===== config.mk =====
export PLATFORM = sky130hd
export DESIGN_NAME = preemptive_priority_scheduler
export DESIGN_NICKNAME = d
export VERILOG_FILES = /design/src/sv/ppsch_pkg.sv /design/src/sv/ppsch_ram.sv /design/src/sv/ppsch_best.sv /design/src/sv/preemptive_priority_scheduler.sv
export SDC_FILE = /design/constraint.sdc
export NUM_CORES = 2
export LEC_CHECK = 0
export BUFFER_PORTS_ARGS = -buffer_cell sky130_fd_sc_hd__buf_2
export CORE_MARGIN = 2
export CORE_UTILIZATION = 60
export CTS_BUF_LIST = sky130_fd_sc_hd__clkbuf_8
export DETAILED_ROUTE_END_ITERATION = 12
export PLACE_DENSITY = 0.77
export SYNTH_ARGS = -nofsm -noshare
export SYNTH_HDL_FRONTEND = slang
export SYNTH_SLANG_ARGS = --single-unit

===== constraint.sdc =====
create_clock -name i_clk -period 11.9 [get_ports i_clk]
set_input_delay 1.785 -clock i_clk [delete_from_list [all_inputs] [get_ports i_clk]]
set_output_delay 1.785 -clock i_clk [all_outputs]
set_load 0.05 [all_outputs]

===== src/sv/ppsch_pkg.sv =====
`default_nettype none
package ppsch_pkg;

    localparam int SLOTS  = 16;
    localparam int SLOT_W = (SLOTS > 1) ? $clog2(SLOTS) : 1;
    localparam int CNT_W  = $clog2(SLOTS + 1);

    localparam logic [CNT_W-1:0] SLOTS_CNT = CNT_W'(SLOTS);

    typedef struct packed {
        logic [15:0] arrival;
        logic [15:0] remaining;
        logic [15:0] burst;
        logic [15:0] priority_lvl;
    } t_entry;

    localparam int ENTRY_W = $bits(t_entry);

    typedef struct packed {
        logic              clear;
        logic              sample;
        logic [SLOT_W-1:0] slot;
    } t_scan_ctl;

endpackage
`default_nettype wire


===== src/sv/ppsch_ram.sv =====
`default_nettype none
module ppsch_ram #(
    parameter int DEPTH = 16,
    parameter int WIDTH = 64,
    parameter int ADDR_W = (DEPTH > 1) ? $clog2(DEPTH) : 1
) (
    input  wire logic              i_clk,
    input  wire logic              i_we,
    input  wire logic [ADDR_W-1:0] i_waddr,
    input  wire logic [WIDTH-1:0]  i_wdata,
    input  wire logic              i_re,
    input  wire logic [ADDR_W-1:0] i_raddr,
    output logic      [WIDTH-1:0]  o_rdata
);

    logic [WIDTH-1:0] r_mem [DEPTH];
    logic [WIDTH-1:0] r_rdata;

    always_ff @(posedge i_clk) begin
        if (i_we) begin
            r_mem[i_waddr] <= i_wdata;
        end
    end

    always_ff @(posedge i_clk) begin
        if (i_re) begin
            r_rdata <= r_mem[i_raddr];
        end
    end

    assign o_rdata = r_rdata;

endmodule
`default_nettype wire


===== src/sv/ppsch_best.sv =====
`default_nettype none
module ppsch_best (
    input  wire logic                       i_clk,
    input  wire logic                       i_rst_n,
    input  wire ppsch_pkg::t_scan_ctl       i_ctl,
    input  wire ppsch_pkg::t_entry          i_entry,
    input  wire logic [31:0]                i_time,
    output logic                            o_found,
    output logic [ppsch_pkg::SLOT_W-1:0]    o_slot,
    output ppsch_pkg::t_entry               o_entry
);
    import ppsch_pkg::*;

    logic              r_found;
    logic [SLOT_W-1:0] r_slot;
    t_entry            r_entry;
    logic              w_ready;
    logic              w_better;
    logic              n_take;

    // arrived and unfinished
    assign w_ready = (i_entry.remaining != 16'd0) && ({16'd0, i_entry.arrival} <= i_time);

    assign w_better = !r_found
        || (i_entry.priority_lvl < r_entry.priority_lvl)
        || ((i_entry.priority_lvl == r_entry.priority_lvl)
            && (i_entry.arrival < r_entry.arrival));

    assign n_take = i_ctl.sample && w_ready && w_better;

    always_ff @(posedge i_clk) begin
        if (!i_rst_n) begin
            r_found <= 1'b0;
        end else if (i_ctl.clear) begin
            r_found <= 1'b0;
        end else if (n_take) begin
            r_found <= 1'b1;
        end
    end

    always_ff @(posedge i_clk) begin
        if (n_take && !i_ctl.clear) begin
            r_slot  <= i_ctl.slot;
            r_entry <= i_entry;
        end
    end

    assign o_found = r_found;
    assign o_slot  = r_slot;
    assign o_entry = r_entry;

endmodule
`default_nettype wire


===== src/sv/preemptive_priority_scheduler.sv =====
// preemptive priority scheduler over a table of process entries
// input channel (i_in_valid / o_in_ready): one word per item; i_kind 0 loads
// a process into the next free slot, i_kind 1 runs one time tick
// output channel (o_out_valid / i_out_ready): exactly one result word per item
// a load writes its result to the output register once that register is free
// a tick reads the loaded slots from the entry memory one per cycle, keeping
// the best ready entry, then writes it back with its remaining burst reduced
// by one; its result follows the scan of every loaded slot
// one item is in work at a time; the next is taken once the result is in the
// output register, so a held result does not block acceptance
// when the receiver stalls, the result holds and a finished item waits for
// the output register to free up before it updates state
// reset (synchronous, active low) empties the table and sets time to zero;
// the entry memory needs no clearing since only loaded slots are read
`default_nettype none
module preemptive_priority_scheduler (
    input  wire logic        i_clk,
    input  wire logic        i_rst_n,
    input  wire logic        i_in_valid,
    output logic             o_in_ready,
    input  wire logic        i_kind,
    input  wire logic [15:0] i_arrival_time,
    input  wire logic [15:0] i_burst_length,
    input  wire logic [15:0] i_priority_level,
    output logic             o_out_valid,
    input  wire logic        i_out_ready,
    output logic             o_load_accepted,
    output logic             o_load_rejected,
    output logic [3:0]       o_slot_number,
    output logic             o_ran_valid,
    output logic             o_finished,
    output logic [31:0]      o_turnaround,
    output logic [31:0]      o_waiting,
    output logic [31:0]      o_current_time
);
    import ppsch_pkg::*;

    localparam logic [1:0] ST_IDLE = 2'd0;
    localparam logic [1:0] ST_LOAD = 2'd1;
    localparam logic [1:0] ST_SCAN = 2'd2;
    localparam logic [1:0] ST_FIN  = 2'd3;

    logic [1:0]        r_state;
    logic [1:0]        n_state;
    logic [CNT_W-1:0]  r_count;
    logic [31:0]       r_time;
    logic [CNT_W-1:0]  r_rd_idx;
    logic              r_smp_valid;
    logic [SLOT_W-1:0] r_smp_slot;
    logic [15:0]       r_arr;
    logic [15:0]       r_bur;
    logic [15:0]       r_pri;

    logic              r_out_valid;
    logic              r_acc;
    logic              r_rej;
    logic [3:0]        r_slot;
    logic              r_ran;
    logic              r_fin;
    logic [31:0]       r_tat;
    logic [31:0]       r_wt;
    logic [31:0]       r_cur;

    logic              w_in_acc;
    logic              w_out_free;
    logic              w_rd_en;
    logic              w_load_ok;
    logic              w_we;
    logic [SLOT_W-1:0] w_waddr;
    t_entry            w_wdata;
    t_entry            w_load_entry;
    t_entry            w_best_upd;
    t_entry            w_rdata;
    t_scan_ctl         w_ctl;
    logic              w_found;
    logic [SLOT_W-1:0] w_best_slot;
    t_entry            w_best;
    logic [31:0]       n_time;
    logic [31:0]       w_tat;
    logic              w_done;

    assign o_in_ready = (r_state == ST_IDLE);
    assign w_in_acc   = i_in_valid && o_in_ready;
    assign w_out_free = !r_out_valid || i_out_ready;
    assign w_rd_en    = (r_state == ST_SCAN) && (r_rd_idx < r_count);
    assign w_load_ok  = (r_count < SLOTS_CNT) && (r_bur != 16'd0);

    assign w_load_entry = '{arrival: r_arr, remaining: r_bur, burst: r_bur,
                            priority_lvl: r_pri};
    always_comb begin
        w_best_upd           = w_best;
        w_best_upd.remaining = w_best.remaining - 16'd1;
    end

    assign n_time = r_time + 32'd1;
    assign w_tat  = n_time - {16'd0, w_best.arrival};
    assign w_done = w_best.remaining == 16'd1;

    assign w_we = w_out_free && (((r_state == ST_LOAD) && w_load_ok)
                                 || ((r_state == ST_FIN) && w_found));
    assign w_waddr = (r_state == ST_LOAD) ? r_count[SLOT_W-1:0] : w_best_slot;
    assign w_wdata = (r_state == ST_LOAD) ? w_load_entry : w_best_upd;

    assign w_ctl.clear  = w_in_acc;
    assign w_ctl.sample = r_smp_valid;
    assign w_ctl.slot   = r_smp_slot;

    ppsch_ram #(
        .DEPTH (SLOTS),
        .WIDTH (ENTRY_W)
    ) u_ram (
        .i_clk   (i_clk),
        .i_we    (w_we),
        .i_waddr (w_waddr),
        .i_wdata (w_wdata),
        .i_re    (w_rd_en),
        .i_raddr (r_rd_idx[SLOT_W-1:0]),
        .o_rdata (w_rdata)
    );

    ppsch_best u_best (
        .i_clk   (i_clk),
        .i_rst_n (i_rst_n),
        .i_ctl   (w_ctl),
        .i_entry (w_rdata),
        .i_time  (r_time),
        .o_found (w_found),
        .o_slot  (w_best_slot),
        .o_entry (w_best)
    );

    always_comb begin
        n_state = r_state;
        case (r_state)
            ST_IDLE: begin
                if (w_in_acc) begin
                    n_state = i_kind ? ST_SCAN : ST_LOAD;
                end
            end
            ST_LOAD: begin
                if (w_out_free) begin
                    n_state = ST_IDLE;
                end
            end
            ST_SCAN: begin
                if (!w_rd_en && !r_smp_valid) begin
                    n_state = ST_FIN;
                end
            end
            ST_FIN: begin
                if (w_out_free) begin
                    n_state = ST_IDLE;
                end
            end
            default: begin
                n_state = ST_IDLE;
            end
        endcase
    end

    always_ff @(posedge i_clk) begin
        if (!i_rst_n) begin
            r_state     <= ST_IDLE;
            r_count     <= '0;
            r_time      <= '0;
            r_rd_idx    <= '0;
            r_smp_valid <= 1'b0;
            r_out_valid <= 1'b0;
        end else begin
            r_state     <= n_state;
            r_smp_valid <= w_rd_en;
            if (w_in_acc) begin
                r_rd_idx <= '0;
            end else if (w_rd_en) begin
                r_rd_idx <= r_rd_idx + CNT_W'(1);
            end
            if (r_state == ST_LOAD && w_out_free && w_load_ok) begin
                r_count <= r_count + CNT_W'(1);
            end
            if (r_state == ST_FIN && w_out_free) begin
                r_time <= n_time;
            end
            if ((r_state == ST_LOAD || r_state == ST_FIN) && w_out_free) begin
                r_out_valid <= 1'b1;
            end else if (i_out_ready) begin
                r_out_valid <= 1'b0;
            end
        end
    end

    always_ff @(posedge i_clk) begin
        r_smp_slot <= r_rd_idx[SLOT_W-1:0];
        if (w_in_acc) begin
            r_arr <= i_arrival_time;
            r_bur <= i_burst_length;
            r_pri <= i_priority_level;
        end
        if (r_state == ST_LOAD && w_out_free) begin
            r_acc  <= w_load_ok;
            r_rej  <= !w_load_ok;
            r_slot <= w_load_ok ? 4'(r_count[SLOT_W-1:0]) : 4'd0;
            r_ran  <= 1'b0;
            r_fin  <= 1'b0;
            r_tat  <= '0;
            r_wt   <= '0;
            r_cur  <= r_time;
        end else if (r_state == ST_FIN && w_out_free) begin
            r_acc  <= 1'b0;
            r_rej  <= 1'b0;
            r_slot <= w_found ? 4'(w_best_slot) : 4'd0;
            r_ran  <= w_found;
            r_fin  <= w_found && w_done;
            r_tat  <= (w_found && w_done) ? w_tat : 32'd0;
            r_wt   <= (w_found && w_done) ? (w_tat - {16'd0, w_best.burst}) : 32'd0;
            r_cur  <= n_time;
        end
    end

    assign o_out_valid     = r_out_valid;
    assign o_load_accepted = r_acc;
    assign o_load_rejected = r_rej;
    assign o_slot_number   = r_slot;
    assign o_ran_valid     = r_ran;
    assign o_finished      = r_fin;
    assign o_turnaround    = r_tat;
    assign o_waiting       = r_wt;
    assign o_current_time  = r_cur;

endmodule
`default_nettype wire


==> results by group <==
Floorplanning
  – Initial core utilization: 60.7%
  – Placeable Area: 90300 sq um
  – Die Height: 306 um
  – Site Rows: 110
  – Die area: 93700 sq um
  – Die Width: 306 um
  – IO Count: 159

Routing
  – Wl on met1: 50800 um
  – Met2 WL: 63900 um
  – # DRC: 0
  – Met3 WL post-DR: 11900 um
  – Vias: 29600
  – Pre-antenna DRT Iters: 6
  – Post-DRT Antenna Nets: 0
  – Vias/cell: 6.41
  – Top Metal Used: met4
  – Initial drt markers: 3628
  – Routed length per instance: 28.1 um
  – Drt total wl: 130000 um

Clocking
  – Worst-case clock buffer depth: 3
  – Clk sink count: 1359
  – CTS tree: yes
  – Total CTS buffers: 201
  – Reg clk slew, reported paths: 60 ps
  – Post-CTS setup repair buffer count: 0
  – Clock Tree Root: clkbuf_8
  – Clk_lat worst skew: 900 ps
  – Post_cts resized: 0
  – Post-CTS Hold Buffers: 0
  – H-tree depth: 4

Worst setup path
  – Crit path DAT: 7210 ps
  – Startpoint types: register
  – Crit Path Max Fanout: 8
  – R2R cell count: 19
  – Crit end category: register
  – Crit path kind: reg -> reg
  – CP required: 12710 ps
  – R2r setup slk: 5500 ps

Layout
  – Fin util: 67.5%
  – Layout Area Growth over Synthesis: 11.2%
  – Layout cells sized above 1: 24.6%
  – Final cell count without fillers: 4618
  – Filler cells: 5692
  – # nets final: 3419

Placed design
  – Hpwl dp: 77300 um
  – Final Wtd Congestion: 1.00
  – Port Buffers: 158
  – DP Cell Count: 4247

Pwr
  – Pwr Total: 9.23 mW
  – Switching Power: 2.09 mW
  – Pwr per Cell Area: 151 nW/um^2
  – Clock power share: 37.8%
  – Sequential power share: 58.1%
  – Leak: 20.1 nW
  – Worst vdd ir: 0.128 mV
  – P_int: 7.14 mW
  – Combinational share of power: 4.1%
  – Sw Ratio: 22.6%

Yosys
  – Post-Syn Nets: 3131
  – Synthesized flop and latch total: 1359
  – Cells after synthesis: 2988
  – Total number of yosys warnings: 0
  – Top-area cell type share of the netlist area: 68.1%
  – Seq/Total Area, Yosys: 72.3%
  – Syn Area/Cell: 18.3 sq um
  – Most common cell in the netlist: edfxtp_1
  – Synth cell count leaders: edfxtp_1, mux4_2, nand2_1, o21ai_0, dfxtp_1
  – Largest cells by area after synthesis: edfxtp_1, mux4_2, dfxtp_1
  – Synth area leader: edfxtp_1
  – Distinct cells, synth: 71
  – Mapped Area: 54800 sq um
  – Async SR Flop Fraction: 0%
  – Number of synthesized flops with an enable pin: 1242
  – Primary FF master, synth: edfxtp_1

Worst hold path
  – Hold Path Depth: 0
  – Hold Crit Class: reg -> reg

Timing
  – Final period utilization: 53.8%
  – Min Hold Slack: 404 ps
  – Slew @ Worst Pin: 1290 ps
  – Peak Freq: 0.156 GHz
  – Final setup skew: 42.5 ps
  – Max Slew Vio Count: 0
  – Post-layout min period: 6400 ps
  – Fin Setup TNS: 0 ps
  – RSZ-0062 raised after global routing: no
  – Max-slew headroom: 13.3%
  – Final setup vio count: 0
  – Final hold vios: 0

Global routing
  – Total GRT Usage: 28.1%
  – Initial antenna violation count: 2
  – First-pass GRT wire length: 192000 um
  – Vias in the first global route: 29900
  – GR Overflow Total: 0
  – Pin count of the biggest net entering global routing: 128

Flow run
  – Max Cap Violations: 0

Outcome
  – Run status: finished, final reports clean
registers in the layout, indices dropped and copies added (netlist names):
name             cells
r_state              2
o_finished           1
o_load_accepted      1
o_turnaround        32
r_pri               16
o_ran_valid          1
o_load_rejected      1
o_slot_number        4
o_waiting           32
o_current_time      32
r_count              5
o_out_valid          1
r_smp_valid          1
r_rd_idx             5
r_smp_slot           4
u_ram.o_rdata       64
u_best.o_found       1
r_arr               16
r_bur               16
u_best.o_slot        4
r_time              32
u_best.o_entry      64
u_ram.r_mem       1024
worst paths after layout:
kind | from | endpoint
max | r_time[0] | o_waiting[31]
min reg2reg | r_smp_slot[3] | u_best.o_slot[3]
min | r_smp_slot[3] | u_best.o_slot[3]
max reg2reg | r_time[0] | o_waiting[31]
critical path, cell delays in order, from the launching register on:
cell,delay (ps)
dfxtp_1,560
nand4_1,300
or2_0,530
nor4_1,580
xnor2_1,190
ha_1,370
a21oi_1,160
o21ai_0,150
a21oi_1,290
o21bai_1,100
a21oi_1,180
xnor2_1,110
ha_1,280
a2111oi_0,480
nor3_1,210
o311a_1,430
or4_1,550
or2_1,260
or4_1,510
nand3_1,90
cell families (layout without fill, tap and decap cells):
family,count (synthesis),after routing,synth area share (%)
AO/OA/AOI/OAI,306,306,3.57
XOR/XNOR,139,139,2.22
adder cells (fa/ha/maj),90,90,2.08
AND/OR/NAND/NOR,545,545,5.01
other,0,2,0
multiplexers,321,321,13.2
flip-flops,1359,1359,72.3
buffers and inverters,228,680,1.60
layout by cell type, fill, tap and decap left out, types with 16 or more instances in the layout:
| cell | n |
|---|---|
| clkbuf_8 | 204 |
| edfxtp_1 | 1242 |
| nand4_1 | 25 |
| clkinv_1 | 57 |
| and2_1 | 17 |
| o21ai_1 | 34 |
| ha_1 | 88 |
| nor2_4 | 18 |
| nand3_1 | 31 |
| mux4_2 | 320 |
| or3_1 | 19 |
| nand2_1 | 184 |
| clkinv_2 | 17 |
| nor4_1 | 27 |
| nand2b_1 | 24 |
| dfxtp_1 | 113 |
| nor3_1 | 34 |
| a21oi_1 | 47 |
| o21ai_0 | 89 |
| a21boi_0 | 21 |
| a22oi_1 | 16 |
| inv_1 | 149 |
| a22o_1 | 19 |
| xnor2_1 | 100 |
| buf_2 | 158 |
| buf_4 | 70 |
| xor2_1 | 39 |
| nor2_1 | 90 |
power by group through the flow:
stage          clock (mW)  sequential (mW)  combinational (mW)
2_1_floorplan           0             5.49               0.191
3_3_place_gp            0             5.46               0.357
3_5_place_dp            0             5.46               0.376
4_1_cts              3.53             5.36               0.376
5_1_grt              3.74             5.36               0.409
6_report             3.49             5.36               0.381
final cells by class:
class                   instances  area (sq um)  area share, %
flip-flops and latches       1359         39700           65.1
multi-input cells            1401         14400           23.7
clock buffers                 204          2810           4.61
well taps                    1176          1470           2.42
repair buffers                230          1360           2.23
clock inverters               163           882           1.45
inverters                      83           312          0.511
diodes                          2          5.00        0.00821
metal layers:
metal  up-vias  GRT usage, %
li1      12500             -
met1     15100          39.1
met2      1757          45.9
met3       227          5.67
met4         0          8.40
met5         -             0
metrics by stage:
step | worst slack [ps] | area, sq um
after detailed placement | 5760 | 57200
after CTS | 5720 | 60900
after global routing | 5110 | 60900
after global placement | 5770 | 57200
after floorplan | 2470 | 54800
final | 5500 | 60900
Power figures use the tool's default switching activity.
